<file path="config.mk">
export PLATFORM = sky130hd
export DESIGN_NAME = banked_memory_mapper
export DESIGN_NICKNAME = d
export VERILOG_FILES = /design/src/rtl/core/bmm_pkg.sv /design/src/rtl/core/bmm_xlate.sv /design/src/rtl/core/banked_memory_mapper.sv
export SDC_FILE = /design/constraint.sdc
export NUM_CORES = 1
export LEC_CHECK = 0
export BUFFER_PORTS_ARGS = -buffer_cell sky130_fd_sc_hd__buf_2
export CORE_MARGIN = 4
export CORE_UTILIZATION = 47
export DETAILED_ROUTE_END_ITERATION = 8
export GPL_TIMING_DRIVEN = 0
export PLACE_DENSITY = 0.81
export SLEW_MARGIN = 20
export SYNTH_ARGS = -nofsm -noshare
export SYNTH_HDL_FRONTEND = slang
export SYNTH_SLANG_ARGS = --single-unit
</file>
<file path="constraint.sdc">
create_clock -name clk -period 3.8 [get_ports clk]
set_input_delay 0.57 -clock clk [delete_from_list [all_inputs] [get_ports clk]]
set_output_delay 0.57 -clock clk [all_outputs]
set_load 0.02 [all_outputs]
</file>
<file path="src/rtl/core/bmm_pkg.sv">
`default_nettype none

package bmm_pkg;

  // Request kinds.
  localparam logic [1:0] KIND_MEM_RD = 2'd0;
  localparam logic [1:0] KIND_MEM_WR = 2'd1;
  localparam logic [1:0] KIND_IO_WR  = 2'd2;
  localparam logic [1:0] KIND_NMI    = 2'd3;

  // Result targets.
  localparam logic [1:0] TGT_ROM  = 2'd0;
  localparam logic [1:0] TGT_RAM  = 2'd1;
  localparam logic [1:0] TGT_NONE = 2'd2;

  // 16 KiB windows of the CPU address space.
  localparam logic [1:0] WIN_ROM  = 2'd0;
  localparam logic [1:0] WIN_MID1 = 2'd1;
  localparam logic [1:0] WIN_MID2 = 2'd2;
  localparam logic [1:0] WIN_TOP  = 2'd3;

  localparam logic [5:0] BANK_MID1     = 6'd5;
  localparam logic [5:0] BANK_MID2     = 6'd2;
  localparam logic [5:0] BANK_ROM_DEF  = 6'd3;
  localparam logic [5:0] BANK_RAM_LOW  = 6'd0;
  localparam logic [5:0] BANK_RAM_HIGH = 6'd8;

  localparam logic [7:0]  SYS_PORT_LOW    = 8'h00;
  localparam logic [7:0]  TOP_DIRECT_MASK = 8'b0010_0111;
  localparam logic [7:0]  TOP_SHIFT_MASK  = 8'b0001_1000;
  localparam logic [7:0]  RAM_SEL_MASK    = 8'b0000_1001;
  localparam logic [15:0] PAGE_DECODE     = 16'h8002;
  localparam logic [3:0]  FLOPPY_NIBBLE   = 4'h8;

  typedef struct packed {
    logic [7:0] sys_port;
    logic [7:0] page_port;
  } bmm_state_t;

  typedef struct packed {
    logic [1:0]  target;
    logic [5:0]  bank;
    logic [13:0] offset;
    logic        write_enable;
    logic [7:0]  write_data;
    logic        alt_screen;
  } bmm_result_t;

endpackage

`default_nettype wire

</file>
<file path="src/rtl/core/bmm_xlate.sv">
`default_nettype none

module bmm_xlate
  import bmm_pkg::*;
(
  input  wire logic [1:0]  kind,
  input  wire logic [15:0] address,
  input  wire logic [7:0]  data,
  input  wire logic        dos_active,
  input  wire bmm_state_t  state_cur,
  output bmm_state_t       state_nxt,
  output bmm_result_t      result
);

  logic [7:0] low;
  logic       floppy_hit;
  logic       page_hit;
  logic [7:0] top_wide;
  logic [7:0] ram_sel;

  assign low      = address[7:0];
  assign ram_sel  = state_cur.sys_port & RAM_SEL_MASK;
  assign top_wide = (state_cur.page_port & TOP_DIRECT_MASK)
                  | ((state_cur.page_port >> 3) & TOP_SHIFT_MASK);
  assign page_hit = address[0] && ((~address & PAGE_DECODE) == PAGE_DECODE);

  always_comb begin
    floppy_hit = 1'b0;
    if (low[7:4] == FLOPPY_NIBBLE && !state_cur.sys_port[7]) begin
      floppy_hit = low inside {[8'h80:8'h83], 8'h85};
    end
  end

  always_comb begin
    state_nxt = state_cur;
    result    = '0;
    result.target = TGT_NONE;

    case (kind)
      KIND_IO_WR: begin
        if (low == SYS_PORT_LOW) begin
          state_nxt.sys_port = data;
        end else if (!dos_active && !floppy_hit && page_hit) begin
          state_nxt.page_port = data;
        end
      end
      KIND_NMI: begin
        state_nxt.sys_port = '0;
      end
      default: begin
        case (address[15:14])
          WIN_ROM: begin
            if (ram_sel == 8'h01) begin
              result.target = TGT_RAM;
              result.bank   = BANK_RAM_LOW;
            end else if (ram_sel == RAM_SEL_MASK) begin
              result.target = TGT_RAM;
              result.bank   = BANK_RAM_HIGH;
            end else begin
              result.target = TGT_ROM;
              if (!state_cur.sys_port[5]) begin
                result.bank = BANK_ROM_DEF;
              end else begin
                result.bank = {5'd0, state_cur.page_port[4]};
              end
            end
          end
          WIN_MID1: begin
            result.target = TGT_RAM;
            result.bank   = BANK_MID1;
          end
          WIN_MID2: begin
            result.target = TGT_RAM;
            result.bank   = BANK_MID2;
          end
          default: begin
            result.target = TGT_RAM;
            result.bank   = top_wide[5:0];
          end
        endcase
        result.offset = address[13:0];

        // A write into ROM is dropped and reported as no access.
        if (kind == KIND_MEM_WR) begin
          if (result.target == TGT_RAM) begin
            result.write_enable = 1'b1;
            result.write_data   = data;
          end else begin
            result.target = TGT_NONE;
            result.bank   = '0;
            result.offset = '0;
          end
        end
      end
    endcase

    result.alt_screen = state_nxt.page_port[3];
  end

endmodule

`default_nettype wire

</file>
<file path="src/rtl/core/banked_memory_mapper.sv">
`default_nettype none

// Banked memory mapper: translates each CPU request into a ROM or RAM bank and
// a 14-bit offset, and tracks the system port and the 7FFD-style paging port.
// Input channel: in_valid / in_stall with kind, address, data and dos_active.
// A memory read or write yields a translation; an io write may load one of the
// two paging registers; an nmi request clears the system port. Every request
// produces exactly one result on the output channel (out_valid / out_stall).
// A request taken from the input channel sits in the input register, moves
// to the result register when that register is free, and leaves from there
// once the receiver does not stall. The translation logic sits between the two
// registers. Throughput is one request per cycle while out_stall is low; the
// paging registers are updated as a request leaves the input register, so the
// next request already sees the new mapping.
// When the receiver asserts out_stall the result register holds its request,
// the input register can still take one more request, and only then does
// in_stall rise. A synchronous active-low reset clears both paging registers
// and empties both pipeline stages; no clearing pass is needed.
module banked_memory_mapper
  import bmm_pkg::*;
(
  input  wire logic        clk,
  input  wire logic        rst_n,

  input  wire logic        in_valid,
  output logic             in_stall,
  input  wire logic [1:0]  in_kind,
  input  wire logic [15:0] in_address,
  input  wire logic [7:0]  in_data,
  input  wire logic        in_dos_active,

  output logic             out_valid,
  input  wire logic        out_stall,
  output logic [1:0]       out_target,
  output logic [5:0]       out_bank,
  output logic [13:0]      out_offset,
  output logic             out_write_enable,
  output logic [7:0]       out_write_data,
  output logic             out_alt_screen
);

  // Input register stage.
  logic        s1_valid_r;
  logic [1:0]  s1_kind_r;
  logic [15:0] s1_address_r;
  logic [7:0]  s1_data_r;
  logic        s1_dos_r;

  // Paging state and result register.
  bmm_state_t  state_r;
  bmm_state_t  state_nxt;
  bmm_result_t result_nxt;
  bmm_result_t out_r;
  logic        out_valid_r;

  logic s2_ready;
  logic s1_ready;
  logic s1_move;

  // The result register takes a new request when empty or being drained.
  assign s2_ready = !out_valid_r || !out_stall;
  assign s1_move  = s1_valid_r && s2_ready;
  assign s1_ready = !s1_valid_r || s2_ready;
  assign in_stall = !s1_ready;

  always_ff @(posedge clk) begin
    if (!rst_n) begin
      s1_valid_r <= 1'b0;
    end else if (s1_ready) begin
      s1_valid_r <= in_valid;
    end
  end

  always_ff @(posedge clk) begin
    if (s1_ready && in_valid) begin
      s1_kind_r    <= in_kind;
      s1_address_r <= in_address;
      s1_data_r    <= in_data;
      s1_dos_r     <= in_dos_active;
    end
  end

  bmm_xlate u_xlate (
    .kind       (s1_kind_r),
    .address    (s1_address_r),
    .data       (s1_data_r),
    .dos_active (s1_dos_r),
    .state_cur  (state_r),
    .state_nxt  (state_nxt),
    .result     (result_nxt)
  );

  // The paging registers commit only when the request moves on, so a stalled
  // request is never applied twice.
  always_ff @(posedge clk) begin
    if (!rst_n) begin
      state_r <= '0;
    end else if (s1_move) begin
      state_r <= state_nxt;
    end
  end

  always_ff @(posedge clk) begin
    if (!rst_n) begin
      out_valid_r <= 1'b0;
    end else if (s2_ready) begin
      out_valid_r <= s1_valid_r;
    end
  end

  always_ff @(posedge clk) begin
    if (s1_move) begin
      out_r <= result_nxt;
    end
  end

  assign out_valid        = out_valid_r;
  assign out_target       = out_r.target;
  assign out_bank         = out_r.bank;
  assign out_offset       = out_r.offset;
  assign out_write_enable = out_r.write_enable;
  assign out_write_data   = out_r.write_data;
  assign out_alt_screen   = out_r.alt_screen;

  // A request with no memory access carries no bank, offset or write.
  a_none_clean: assert property (@(posedge clk) disable iff (!rst_n)
    out_valid_r && out_r.target == TGT_NONE
      |-> out_r.bank == 6'd0 && out_r.offset == 14'd0 && !out_r.write_enable)
    else $error("non-memory result carries bank, offset or write");

  // Only RAM is ever written.
  a_write_ram: assert property (@(posedge clk) disable iff (!rst_n)
    out_valid_r && out_r.write_enable |-> out_r.target == TGT_RAM)
    else $error("write enabled on a non-RAM target");

  // ROM bank numbers stay within the four ROM pages.
  a_rom_bank: assert property (@(posedge clk) disable iff (!rst_n)
    out_valid_r && out_r.target == TGT_ROM |-> out_r.bank[5:2] == 4'd0)
    else $error("ROM bank out of range");

  // An nmi request clears the system port as it leaves the input register.
  a_nmi_clear: assert property (@(posedge clk) disable iff (!rst_n)
    s1_move && s1_kind_r == KIND_NMI |=> state_r.sys_port == 8'd0)
    else $error("system port not cleared by nmi");

  // The input side only stalls with a full input register.
  a_stall_full: assert property (@(posedge clk) disable iff (!rst_n)
    in_stall |-> s1_valid_r && out_valid_r && out_stall)
    else $error("input stalled without a full pipeline");

endmodule

`default_nettype wire
</file>
==> flow_summary.html, run 1 <==
<table>
<tr><th>Metric</th><th>Value</th></tr>
<tr><th colspan="2">Place</th></tr>
<tr><td>Buffers added on ports</td><td>64</td></tr>
<tr><td>Routability congestion estimate from global placement</td><td>0.820</td></tr>
<tr><td>Dpl ws</td><td>1.69 ns</td></tr>
<tr><td>Half-perimeter wire length after placement</td><td>3450 µm</td></tr>
<tr><th colspan="2">Floorplanning</th></tr>
<tr><td>Area enclosed by the die boundary</td><td>0.00713 mm²</td></tr>
<tr><td>Die extent in y</td><td>84.4 µm</td></tr>
<tr><td>Initial cell density of the core</td><td>49.2%</td></tr>
<tr><td>Core area</td><td>0.00557 mm²</td></tr>
<tr><td>Die Width</td><td>84.4 µm</td></tr>
<tr><td># rows</td><td>27</td></tr>
<tr><td>I/O pin total</td><td>65</td></tr>
<tr><th colspan="2">Clock network</th></tr>
<tr><td>Resized Gates After CTS</td><td>0</td></tr>
<tr><td>Buffers from clock root to sink, at most</td><td>2</td></tr>
<tr><td>Clock edge transition at the registers on the reported setup and hold paths</td><td>0.07 ns</td></tr>
<tr><td>Htree depth</td><td>3</td></tr>
<tr><td>CTS tree</td><td>built</td></tr>
<tr><td>Number of CTS-inserted buffers</td><td>9</td></tr>
<tr><td>Clock Sink Count</td><td>73</td></tr>
<tr><td>Post-CTS repair timing setup buffer count</td><td>0</td></tr>
<tr><td>Cts-stage hold buffer count</td><td>0</td></tr>
<tr><td>Clk Latency, worst-skew pair</td><td>0.32 ns</td></tr>
<tr><td>CTS Root Buffer Type</td><td>sky130_fd_sc_hd__clkbuf_8</td></tr>
<tr><th colspan="2">STA</th></tr>
<tr><td>Worst Slack Setup Final</td><td>1.71 ns</td></tr>
<tr><td>Transition time of the tightest slew-check pin</td><td>0.758 ns</td></tr>
<tr><td>Finish-stage setup viols</td><td>0</td></tr>
<tr><td>Final-report hold violation count</td><td>0</td></tr>
<tr><td>Final slew viol count</td><td>0</td></tr>
<tr><td>Post-layout min period</td><td>2.09 ns</td></tr>
<tr><td>Total Negative Setup Slacks</td><td>0 ns</td></tr>
<tr><td>RSZ-0062 raised after global routing</td><td>no</td></tr>
<tr><td>Clock Skews</td><td>0.00593 ns</td></tr>
<tr><td>Worst rel slew slack</td><td>49.3%</td></tr>
<tr><td>Max Freq</td><td>479 MHz</td></tr>
<tr><td>Final worst-path cycle share</td><td>55.0%</td></tr>
<tr><th colspan="2">Power</th></tr>
<tr><td>Leakage power figure</td><td>1.34 nW</td></tr>
<tr><td>Cell area power density</td><td>453 mW/mm²</td></tr>
<tr><td>Worst IR drop on VDD</td><td>0.000232 V</td></tr>
<tr><td>Design Power</td><td>1.52 mW</td></tr>
<tr><th colspan="2">Hold path</th></tr>
<tr><td>Worst hold path endpoint</td><td>s1_dos_r</td></tr>
<tr><td>Worst hold path cell count</td><td>1</td></tr>
<tr><td>Path class of the lowest-slack min-delay path</td><td>primary input to flip-flop</td></tr>
<tr><td>Hold_sp</td><td>in_dos_active</td></tr>
<tr><th colspan="2">Detailed routing</th></tr>
<tr><td>Number of DRC markers in iteration 0</td><td>127</td></tr>
<tr><td>Number of vias per cell after detailed routing</td><td>4.82</td></tr>
<tr><td>Antenna-violating nets left</td><td>0</td></tr>
<tr><td>Detailed Routing Iterations Pass 1</td><td>4</td></tr>
<tr><td>Via count of the routed design</td><td>1619</td></tr>
<tr><td>Mean routed wirelength per cell</td><td>13.9 µm</td></tr>
<tr><td>Drt total wl</td><td>4690 µm</td></tr>
<tr><td>Remaining DRCs</td><td>0</td></tr>
<tr><th colspan="2">Cells and area</th></tr>
<tr><td>Count of nets after finishing</td><td>294</td></tr>
<tr><td>Ratio of cells with drive above 1 in the final layout</td><td>32.6%</td></tr>
<tr><td>Fillcell total</td><td>458</td></tr>
<tr><td>Most used cells in the layout excluding fill and tap cells</td><td>sky130_fd_sc_hd__buf_2 (65), sky130_fd_sc_hd__edfxtp_1 (59), sky130_fd_sc_hd__nand2_1 (16)</td></tr>
<tr><td>Most common cell after layout, fill and taps aside</td><td>sky130_fd_sc_hd__buf_2</td></tr>
<tr><td>Final antenna diode count</td><td>0</td></tr>
<tr><td>Area growth syn-to-layout</td><td>22.3%</td></tr>
<tr><th colspan="2">Logic synthesis</th></tr>
<tr><td>Fraction of post-synthesis cell area in the top cell type by area</td><td>64.5%</td></tr>
<tr><td>Post-synth cell types</td><td>30</td></tr>
<tr><td>Number of storage elements in the synthesis netlist</td><td>73</td></tr>
<tr><td>Cell accounting for the most synthesized area</td><td>sky130_fd_sc_hd__edfxtp_1</td></tr>
<tr><td>Post-synth design cell area</td><td>0.00275 mm²</td></tr>
<tr><td>Syn. warnings</td><td>0</td></tr>
<tr><td>Count of mapped cells out of synthesis</td><td>183</td></tr>
<tr><td>Average cell area after synthesis</td><td>15.0 µm²</td></tr>
<tr><td>Leading post-synthesis cells by cell area</td><td>sky130_fd_sc_hd__edfxtp_1 (65%), sky130_fd_sc_hd__dfxtp_1 (10%), sky130_fd_sc_hd__and2_1 (3.2%)</td></tr>
<tr><td>Net Count, Synth</td><td>218</td></tr>
<tr><td>Share of synthesized area occupied by flip-flops and latches</td><td>74.7%</td></tr>
<tr><th colspan="2">Worst setup path</th></tr>
<tr><td>Worst reg2reg path depth</td><td>6</td></tr>
<tr><td>Setup CP Type</td><td>flip-flop to flip-flop</td></tr>
<tr><td>Type of element launching the critical path</td><td>flip-flop</td></tr>
<tr><td>Slack of the worst reg-to-reg path</td><td>1.71 ns</td></tr>
<tr><td>Arrival time at the worst endpoint</td><td>2.17 ns</td></tr>
<tr><td>CP bufs+invs</td><td>2</td></tr>
<tr><td>Slowest stage cell on the critical path</td><td>sky130_fd_sc_hd__edfxtp_1</td></tr>
<tr><td>Worst endpoint required time</td><td>3.88 ns</td></tr>
<tr><td>Worst-path fanout max</td><td>10</td></tr>
<tr><td>Critical path capture point type</td><td>flip-flop</td></tr>
<tr><td>Crit path cell chain</td><td>ha_1 &gt; buf_2 &gt; a211oi_1 &gt; a21oi_1 &gt; clkbuf_1 &gt; and2_2</td></tr>
<tr><td>Worst R2R Start</td><td>s1_address_r[15]</td></tr>
<tr><td>CP top delay family</td><td>compound AO/OA/AOI/OAI gates</td></tr>
<tr><td>Peak per-stage delay on the critical path</td><td>0.46 ns</td></tr>
<tr><td>Crit Reg-Reg Endpoint</td><td>out_offset[6]</td></tr>
<tr><th colspan="2">Global route</th></tr>
<tr><td>Via count of the first global-routing pass</td><td>1661</td></tr>
<tr><td>Total global routing overflow</td><td>0</td></tr>
<tr><td>First-pass GRT wire length</td><td>7670 µm</td></tr>
<tr><td>Largest net degree at the start of global routing</td><td>28</td></tr>
<tr><td>Antenna violations before repair</td><td>0</td></tr>
<tr><td>Global-route total usage across every layer</td><td>13.9%</td></tr>
<tr><th colspan="2">Outcome</th></tr>
<tr><td>Run status</td><td>finished, final reports clean</td></tr>
<tr><th colspan="2">Flow run</th></tr>
<tr><td>Max-cap violations</td><td>0</td></tr>
</table>
cell usage after synthesis:
library cell	count
sky130_fd_sc_hd__nor2_1	6
sky130_fd_sc_hd__nand2_1	16
sky130_fd_sc_hd__a211oi_1	1
sky130_fd_sc_hd__nand2b_1	2
sky130_fd_sc_hd__inv_1	4
sky130_fd_sc_hd__o211ai_1	1
sky130_fd_sc_hd__o21ai_0	8
sky130_fd_sc_hd__and3b_1	2
sky130_fd_sc_hd__buf_6	2
sky130_fd_sc_hd__o211a_1	1
sky130_fd_sc_hd__and3_1	9
sky130_fd_sc_hd__nor3_1	4
sky130_fd_sc_hd__nand3_1	9
sky130_fd_sc_hd__and2_2	1
sky130_fd_sc_hd__or4_1	1
sky130_fd_sc_hd__mux2_2	1
sky130_fd_sc_hd__or4_4	1
sky130_fd_sc_hd__o2111ai_4	1
sky130_fd_sc_hd__a21boi_0	2
sky130_fd_sc_hd__a21oi_1	4
sky130_fd_sc_hd__mux2i_1	5
sky130_fd_sc_hd__ha_1	4
sky130_fd_sc_hd__edfxtp_1	59
sky130_fd_sc_hd__nor2b_1	5
sky130_fd_sc_hd__and2_1	14
sky130_fd_sc_hd__buf_2	1
sky130_fd_sc_hd__o21a_1	1
sky130_fd_sc_hd__nor4b_2	1
sky130_fd_sc_hd__dfxtp_1	14
sky130_fd_sc_hd__clkbuf_1	3
cells by family after synthesis:
family / share of synthesized area, %
AOI/OAI and AO/OA: 4.88
adders and majority gates: 1.82
buffers and inverters: 1.96
DFF: 74.7
muxes: 2.23
and+or+nand+nor: 14.4
cell type report:
class,count,area [µm²],area share [%]
Inverter,4,15.0,0.447
Buffer,6,38.8,1.16
Timing Repair Buffer,65,348,10.4
Clock buffer,12,135,4.03
Tap cell,72,90.1,2.68
Clock inverter,4,20.0,0.596
Sequential cell,73,2050,61.1
Multi-Input combinational cell,100,658,19.6
through the flow:
stage | util, % | hold WS [ns] | cell area, µm² | cells
CTS | 60.2 | 0.401 | 3360 | 336
global placement | 56.6 | 0.447 | 3160 | 319
detailed placement | 57.4 | 0.457 | 3200 | 320
finish | 60.2 | 0.415 | 3360 | 336
global route | 60.2 | 0.395 | 3360 | 336
floorplan | - | 0.430 | 2750 | 183
metal layers:
layer  share of wire (%)  wire (µm)  track usage (%)
met1                  41       1930             16.3
met2                  49       2290             22.8
met3                 6.7        312             3.73
met4                 3.4        160             8.78
met5                   0          0                0
sequential cells by signal (all words and copies together), names as in the netlist, 2 cells and up:
| name | flops |
|---|---|
| s1_data_r | 8 |
| s1_kind_r | 2 |
| out_bank | 6 |
| out_target | 2 |
| out_write_data | 8 |
| state_r | 12 |
| out_offset | 14 |
| s1_address_r | 16 |
where the power goes:
part	switching, mW	internal (mW)	total (mW)	leakage, nW
logic	0.0753	0.0465	0.122	0.586
clock network	0.245	0.232	0.477	0.0754
registers	0.0151	0.906	0.921	0.680
total	0.335	1.18	1.52	1.34
worst max-delay path by stage:
stage	startpoint	endpoint	slack, ns	cells after the start
after floorplan	out_stall	state_r[3]	0.66	5
after global placement	out_stall	state_r[3]	-0.22	6
after detailed placement	s1_address_r[15]	out_offset[6]	1.69	6
after CTS	s1_address_r[15]	out_offset[6]	1.68	6
after global routing	s1_address_r[15]	out_offset[6]	1.53	6
final	s1_address_r[15]	out_offset[6]	1.71	6
worst register-to-register path: stages, from the launching register on:
cell and delay, ns:
sky130_fd_sc_hd__edfxtp_1 0.46, sky130_fd_sc_hd__ha_1 0.22, sky130_fd_sc_hd__buf_2 0.17, sky130_fd_sc_hd__a211oi_1 0.30, sky130_fd_sc_hd__a21oi_1 0.23, sky130_fd_sc_hd__clkbuf_1 0.24
sky130_fd_sc_hd__and2_2 0.23
Note: power is estimated with default switching activity, not from simulation.
==> run 2, diff against run 1 <==
--- a/config.mk
+++ b/config.mk
@@ -5,12 +5,13 @@
 export SDC_FILE = /design/constraint.sdc
 export NUM_CORES = 1
 export LEC_CHECK = 0
+export ABC_AREA = 1
 export BUFFER_PORTS_ARGS = -buffer_cell sky130_fd_sc_hd__buf_2
 export CORE_MARGIN = 4
-export CORE_UTILIZATION = 47
+export CORE_UTILIZATION = 48
 export DETAILED_ROUTE_END_ITERATION = 8
 export GPL_TIMING_DRIVEN = 0
-export PLACE_DENSITY = 0.81
+export PLACE_DENSITY = 0.82
 export SLEW_MARGIN = 20
 export SYNTH_ARGS = -nofsm -noshare
 export SYNTH_HDL_FRONTEND = slang
==> constraint.sdc (replaced) <==
create_clock -name clk -period 1.8 [get_ports clk]
set_input_delay 0.27 -clock clk [delete_from_list [all_inputs] [get_ports clk]]
set_output_delay 0.27 -clock clk [all_outputs]
set_load 0.02 [all_outputs]
==> run 2 against run 1 <==
Critical path depth increased by 1. Sequential power increased by 110%. Sequential cell count is the same. Cell area increased by 5.2%. Critical endpoint is now out_offset[4]. Global-route usage rose by 1.9 points. Highest routed layer unchanged. Utilization fell by 0.23 points. Sequential share of layout area down 3.0 points. Clock skew grew 0.0024 ns. Fmax increased by 23%. Largest power group unchanged.
==> flow_summary.html, run 2 <==
<table>
<tr><th>Metric</th><th>Value</th></tr>
<tr><th colspan="2">Outcome</th></tr>
<tr><td>Run status</td><td>finished, final reports clean</td></tr>
<tr><th colspan="2">STA</th></tr>
<tr><td>Worst Slack Setup Final</td><td>0.0983 ns (-1.61 ns)</td></tr>
<tr><td>Final-report hold violation count</td><td>0 (unchanged)</td></tr>
<tr><td>Total Negative Setup Slacks</td><td>0 ns (unchanged)</td></tr>
<tr><td>Max Freq</td><td>588 MHz (+23%)</td></tr>
<tr><td>Transition time of the tightest slew-check pin</td><td>0.831 ns (+0.0724 ns)</td></tr>
<tr><td>Post-layout min period</td><td>1.70 ns (-0.387 ns)</td></tr>
<tr><td>Finish-stage setup viols</td><td>0 (unchanged)</td></tr>
<tr><td>Clock Skews</td><td>0.00833 ns (+0.00240 ns)</td></tr>
<tr><td>Final worst-path cycle share</td><td>94.5% (+40 points)</td></tr>
<tr><td>Final slew viol count</td><td>0 (unchanged)</td></tr>
<tr><td>Worst rel slew slack</td><td>44.6% (-4.8 points)</td></tr>
<tr><th colspan="2">Clock network</th></tr>
<tr><td>Clock Sink Count</td><td>73 (unchanged)</td></tr>
<tr><td>CTS tree</td><td>built</td></tr>
<tr><td>Htree depth</td><td>3 (unchanged)</td></tr>
<tr><td>Buffers from clock root to sink, at most</td><td>2 (unchanged)</td></tr>
<tr><td>Clock edge transition at the registers on the reported setup and hold paths</td><td>0.07 ns (about the same)</td></tr>
<tr><td>Number of CTS-inserted buffers</td><td>9 (unchanged)</td></tr>
<tr><td>CTS Root Buffer Type</td><td>sky130_fd_sc_hd__clkbuf_8</td></tr>
<tr><td>Clk Latency, worst-skew pair</td><td>0.34 ns (+0.02 ns)</td></tr>
<tr><td>Cts-stage hold buffer count</td><td>0 (unchanged)</td></tr>
<tr><th colspan="2">Global route</th></tr>
<tr><td>Antenna violations before repair</td><td>0 (unchanged)</td></tr>
<tr><td>Largest net degree at the start of global routing</td><td>28 (unchanged)</td></tr>
<tr><td>Global-route total usage across every layer</td><td>15.8% (+1.9 points)</td></tr>
<tr><td>Total global routing overflow</td><td>0 (unchanged)</td></tr>
<tr><td>Via count of the first global-routing pass</td><td>1869 (+13%)</td></tr>
<tr><td>First-pass GRT wire length</td><td>8550 µm (+12%)</td></tr>
<tr><th colspan="2">Power</th></tr>
<tr><td>Worst IR drop on VDD</td><td>0.000583 V (+150%)</td></tr>
<tr><td>Cell area power density</td><td>926 mW/mm² (+100%)</td></tr>
<tr><td>Design Power</td><td>3.27 mW (+120%)</td></tr>
<tr><td>Leakage power figure</td><td>1.64 nW (+22%)</td></tr>
<tr><th colspan="2">Logic synthesis</th></tr>
<tr><td>Count of mapped cells out of synthesis</td><td>257 (+40%)</td></tr>
<tr><td>Cell accounting for the most synthesized area</td><td>sky130_fd_sc_hd__edfxtp_1</td></tr>
<tr><td>Async set-reset flop share out of synthesis</td><td>0% (unchanged)</td></tr>
<tr><td>Number of synthesized flops with an enable pin</td><td>59 (unchanged)</td></tr>
<tr><td>Net Count, Synth</td><td>292 (+34%)</td></tr>
<tr><td>Fraction of post-synthesis cell area in the top cell type by area</td><td>61.2% (-3.4 points)</td></tr>
<tr><td>Share of synthesized area occupied by flip-flops and latches</td><td>70.8% (-3.9 points)</td></tr>
<tr><td>Average cell area after synthesis</td><td>11.3 µm² (-25%)</td></tr>
<tr><td>Top-count cell post-synth</td><td>sky130_fd_sc_hd__nor2_1</td></tr>
<tr><td>Leading post-synthesis cells by cell area</td><td>sky130_fd_sc_hd__edfxtp_1 (61%), sky130_fd_sc_hd__dfxtp_1 (9.7%), sky130_fd_sc_hd__nor2_1 (8.0%)</td></tr>
<tr><td>Number of storage elements in the synthesis netlist</td><td>73 (unchanged)</td></tr>
<tr><td>Most frequent cells after synthesis</td><td>sky130_fd_sc_hd__nor2_1 (62), sky130_fd_sc_hd__edfxtp_1 (59), sky130_fd_sc_hd__inv_1 (48)</td></tr>
<tr><td>Post-synth cell types</td><td>22 (-27%)</td></tr>
<tr><td>Syn. warnings</td><td>0 (unchanged)</td></tr>
<tr><td>Post-synth design cell area</td><td>0.00290 mm² (+5.5%)</td></tr>
<tr><td>Most used DFF post-synth</td><td>sky130_fd_sc_hd__edfxtp_1</td></tr>
<tr><th colspan="2">Place</th></tr>
<tr><td>Half-perimeter wire length after placement</td><td>3560 µm (+3.3%)</td></tr>
<tr><td>Routability congestion estimate from global placement</td><td>0.830 (+1.3%)</td></tr>
<tr><td>Placed Instance Area</td><td>0.00331 mm² (+3.4%)</td></tr>
<tr><td>Buffers added on ports</td><td>64 (unchanged)</td></tr>
<tr><td>Dpl ws</td><td>-0.233 ns (-1.93 ns)</td></tr>
<tr><th colspan="2">Floorplanning</th></tr>
<tr><td>Die extent in y</td><td>85.7 µm (+1.5%)</td></tr>
<tr><td>Core area</td><td>0.00589 mm² (+5.6%)</td></tr>
<tr><td>Area enclosed by the die boundary</td><td>0.00734 mm² (+3.0%)</td></tr>
<tr><td>Die Width</td><td>85.7 µm (+1.5%)</td></tr>
<tr><td>Initial cell density of the core</td><td>49.2% (about the same)</td></tr>
<tr><td>I/O pin total</td><td>65 (unchanged)</td></tr>
<tr><td># rows</td><td>28 (+3.7%)</td></tr>
<tr><th colspan="2">Cells and area</th></tr>
<tr><td>Cell area after layout</td><td>0.00353 mm² (+5.2%)</td></tr>
<tr><td>Ratio of cells with drive above 1 in the final layout</td><td>29.6% (-3.0 points)</td></tr>
<tr><td>Final antenna diode count</td><td>0 (unchanged)</td></tr>
<tr><td>Most common cell after layout, fill and taps aside</td><td>sky130_fd_sc_hd__buf_2</td></tr>
<tr><td>Fillcell total</td><td>497 (+8.5%)</td></tr>
<tr><td>Area growth syn-to-layout</td><td>21.9%</td></tr>
<tr><td>Count of nets after finishing</td><td>375 (+28%)</td></tr>
<tr><td>Largest register by flop count</td><td>s1_address_r</td></tr>
<tr><td>Most used cells in the layout excluding fill and tap cells</td><td>sky130_fd_sc_hd__buf_2 (64), sky130_fd_sc_hd__nor2_1 (62), sky130_fd_sc_hd__edfxtp_1 (59)</td></tr>
<tr><td>Flip-flop count of the largest register after layout</td><td>16 (unchanged)</td></tr>
<tr><th colspan="2">Worst setup path</th></tr>
<tr><td>Arrival time at the worst endpoint</td><td>1.80 ns (-0.37 ns)</td></tr>
<tr><td>Worst R2R Start</td><td>s1_address_r[15]</td></tr>
<tr><td>Type of element launching the critical path</td><td>flip-flop</td></tr>
<tr><td>Critical path capture point type</td><td>flip-flop</td></tr>
<tr><td>Setup CP Type</td><td>flip-flop to flip-flop</td></tr>
<tr><td>Worst-path fanout max</td><td>10 (unchanged)</td></tr>
<tr><td>Worst reg2reg path depth</td><td>7 (+1)</td></tr>
<tr><td>CP Launch Point</td><td>s1_address_r[15]</td></tr>
<tr><td>Critical path destination</td><td>out_offset[4]</td></tr>
<tr><td>Crit Reg-Reg Endpoint</td><td>out_offset[4]</td></tr>
<tr><td>Slack of the worst reg-to-reg path</td><td>0.1 ns (-1.61 ns)</td></tr>
<tr><td>Worst endpoint required time</td><td>1.90 ns (-1.98 ns)</td></tr>
<tr><th colspan="2">Detailed routing</th></tr>
<tr><td>Mean routed wirelength per cell</td><td>12.7 µm (-8.9%)</td></tr>
<tr><td>Via count of the routed design</td><td>1918 (+18%)</td></tr>
<tr><td>Number of vias per cell after detailed routing</td><td>4.57 (-5.2%)</td></tr>
<tr><td>Antenna-violating nets left</td><td>0 (unchanged)</td></tr>
<tr><td>Remaining DRCs</td><td>0 (unchanged)</td></tr>
<tr><td>Drt total wl</td><td>5340 µm (+14%)</td></tr>
<tr><td>Detailed Routing Iterations Pass 1</td><td>4 (unchanged)</td></tr>
<tr><td>Number of DRC markers in iteration 0</td><td>103 (-19%)</td></tr>
<tr><th colspan="2">Flow run</th></tr>
<tr><td>Max-cap violations</td><td>0 (unchanged)</td></tr>
<tr><th colspan="2">Hold path</th></tr>
<tr><td>Path class of the lowest-slack min-delay path</td><td>primary input to flip-flop</td></tr>
</table>
==> run 2: changes by cell type after synthesis, sizes merged, moves of 5 or more <==
cell	previous run	this run
nor2b	5	0
and2	15	1
inv	4	52
nand2	16	37
and3	9	0
mux2i	5	0
nor2	6	64
nand3	9	3
==> run 2: area by class of cell <==
cell class,count,area [µm²],share of cell area (%)
tap,75,93.8,2.66
timing repair inverter,1,7.51,0.213
buffer,4,41.3,1.17
clock inverter,4,20.0,0.567
sequential,73,2050,58.1
inverter,52,199,5.63
clock buffer,12,135,3.83
timing repair buffer,70,365,10.3
multi-input combinational,129,617,17.5
==> run 2: worst min path at each step <==
stage,depth (start not counted),startpoint,endpoint
detailed placement,1,in_address[0],s1_address_r[0]
floorplan,0,in_address[0],s1_address_r[0]
CTS,1,in_data[7],s1_data_r[7]
global placement,1,in_address[11],s1_address_r[11]
finish,1,in_data[7],s1_data_r[7]
global route,1,in_kind[1],s1_kind_r[1]
==> run 2: worst max-delay path, stage by stage (launching register included) <==
cell	delay, ns
sky130_fd_sc_hd__edfxtp_1	0.44
sky130_fd_sc_hd__inv_1	0.10
sky130_fd_sc_hd__ha_1	0.22
sky130_fd_sc_hd__inv_1	0.10
sky130_fd_sc_hd__nand3_2	0.13
sky130_fd_sc_hd__o21ai_4	0.25
sky130_fd_sc_hd__buf_6	0.17
sky130_fd_sc_hd__nor2_1	0.05
==> run 2: repair_timing <==
action,CTS,global route
setup endpoints to repair,35,44
setup buffers,0,6
pin swaps,1,1
cloned,1,1
gates resized for setup,1,2
==> run 2: cell families (layout without fill, tap and decap cells) <==
group	after synthesis	in the layout	share of synthesized area, %
and+or+nand+nor	110	111	16.4
buffers and inverters	56	143	8.16
AOI/OAI and AO/OA	14	14	2.85
DFF	73	73	70.8
adders and majority gates	4	4	1.73
==> run 2: power breakdown <==
group | internal [mW] | leakage, nW | switching (mW) | total, mW
logic | 0.101 | 0.871 | 0.190 | 0.291
clock network | 0.490 | 0.0754 | 0.548 | 1.04
registers | 1.91 | 0.690 | 0.0277 | 1.94
==> run 2: metal layers <==
layer	vias up	wire (µm)	track usage [%]
met5	-	0	0
met4	0	97	7.34
met3	10	418	6.63
met2	66	2690	25.4
met1	868	2130	18.5
li1	974	-	-
==> run 2: per-stage QoR <==
| stage | utilization, % | instances | hold WS [ns] |
|---|---|---|---|
| finish | 60.0 | 420 | 0.0945 |
| CTS | 59.1 | 413 | 0.0845 |
| global placement | 56.3 | 396 | 0.448 |
| floorplan | - | 257 | 0.369 |
| detailed placement | 56.3 | 396 | 0.448 |
| global route | 60.0 | 420 | 0.0694 |
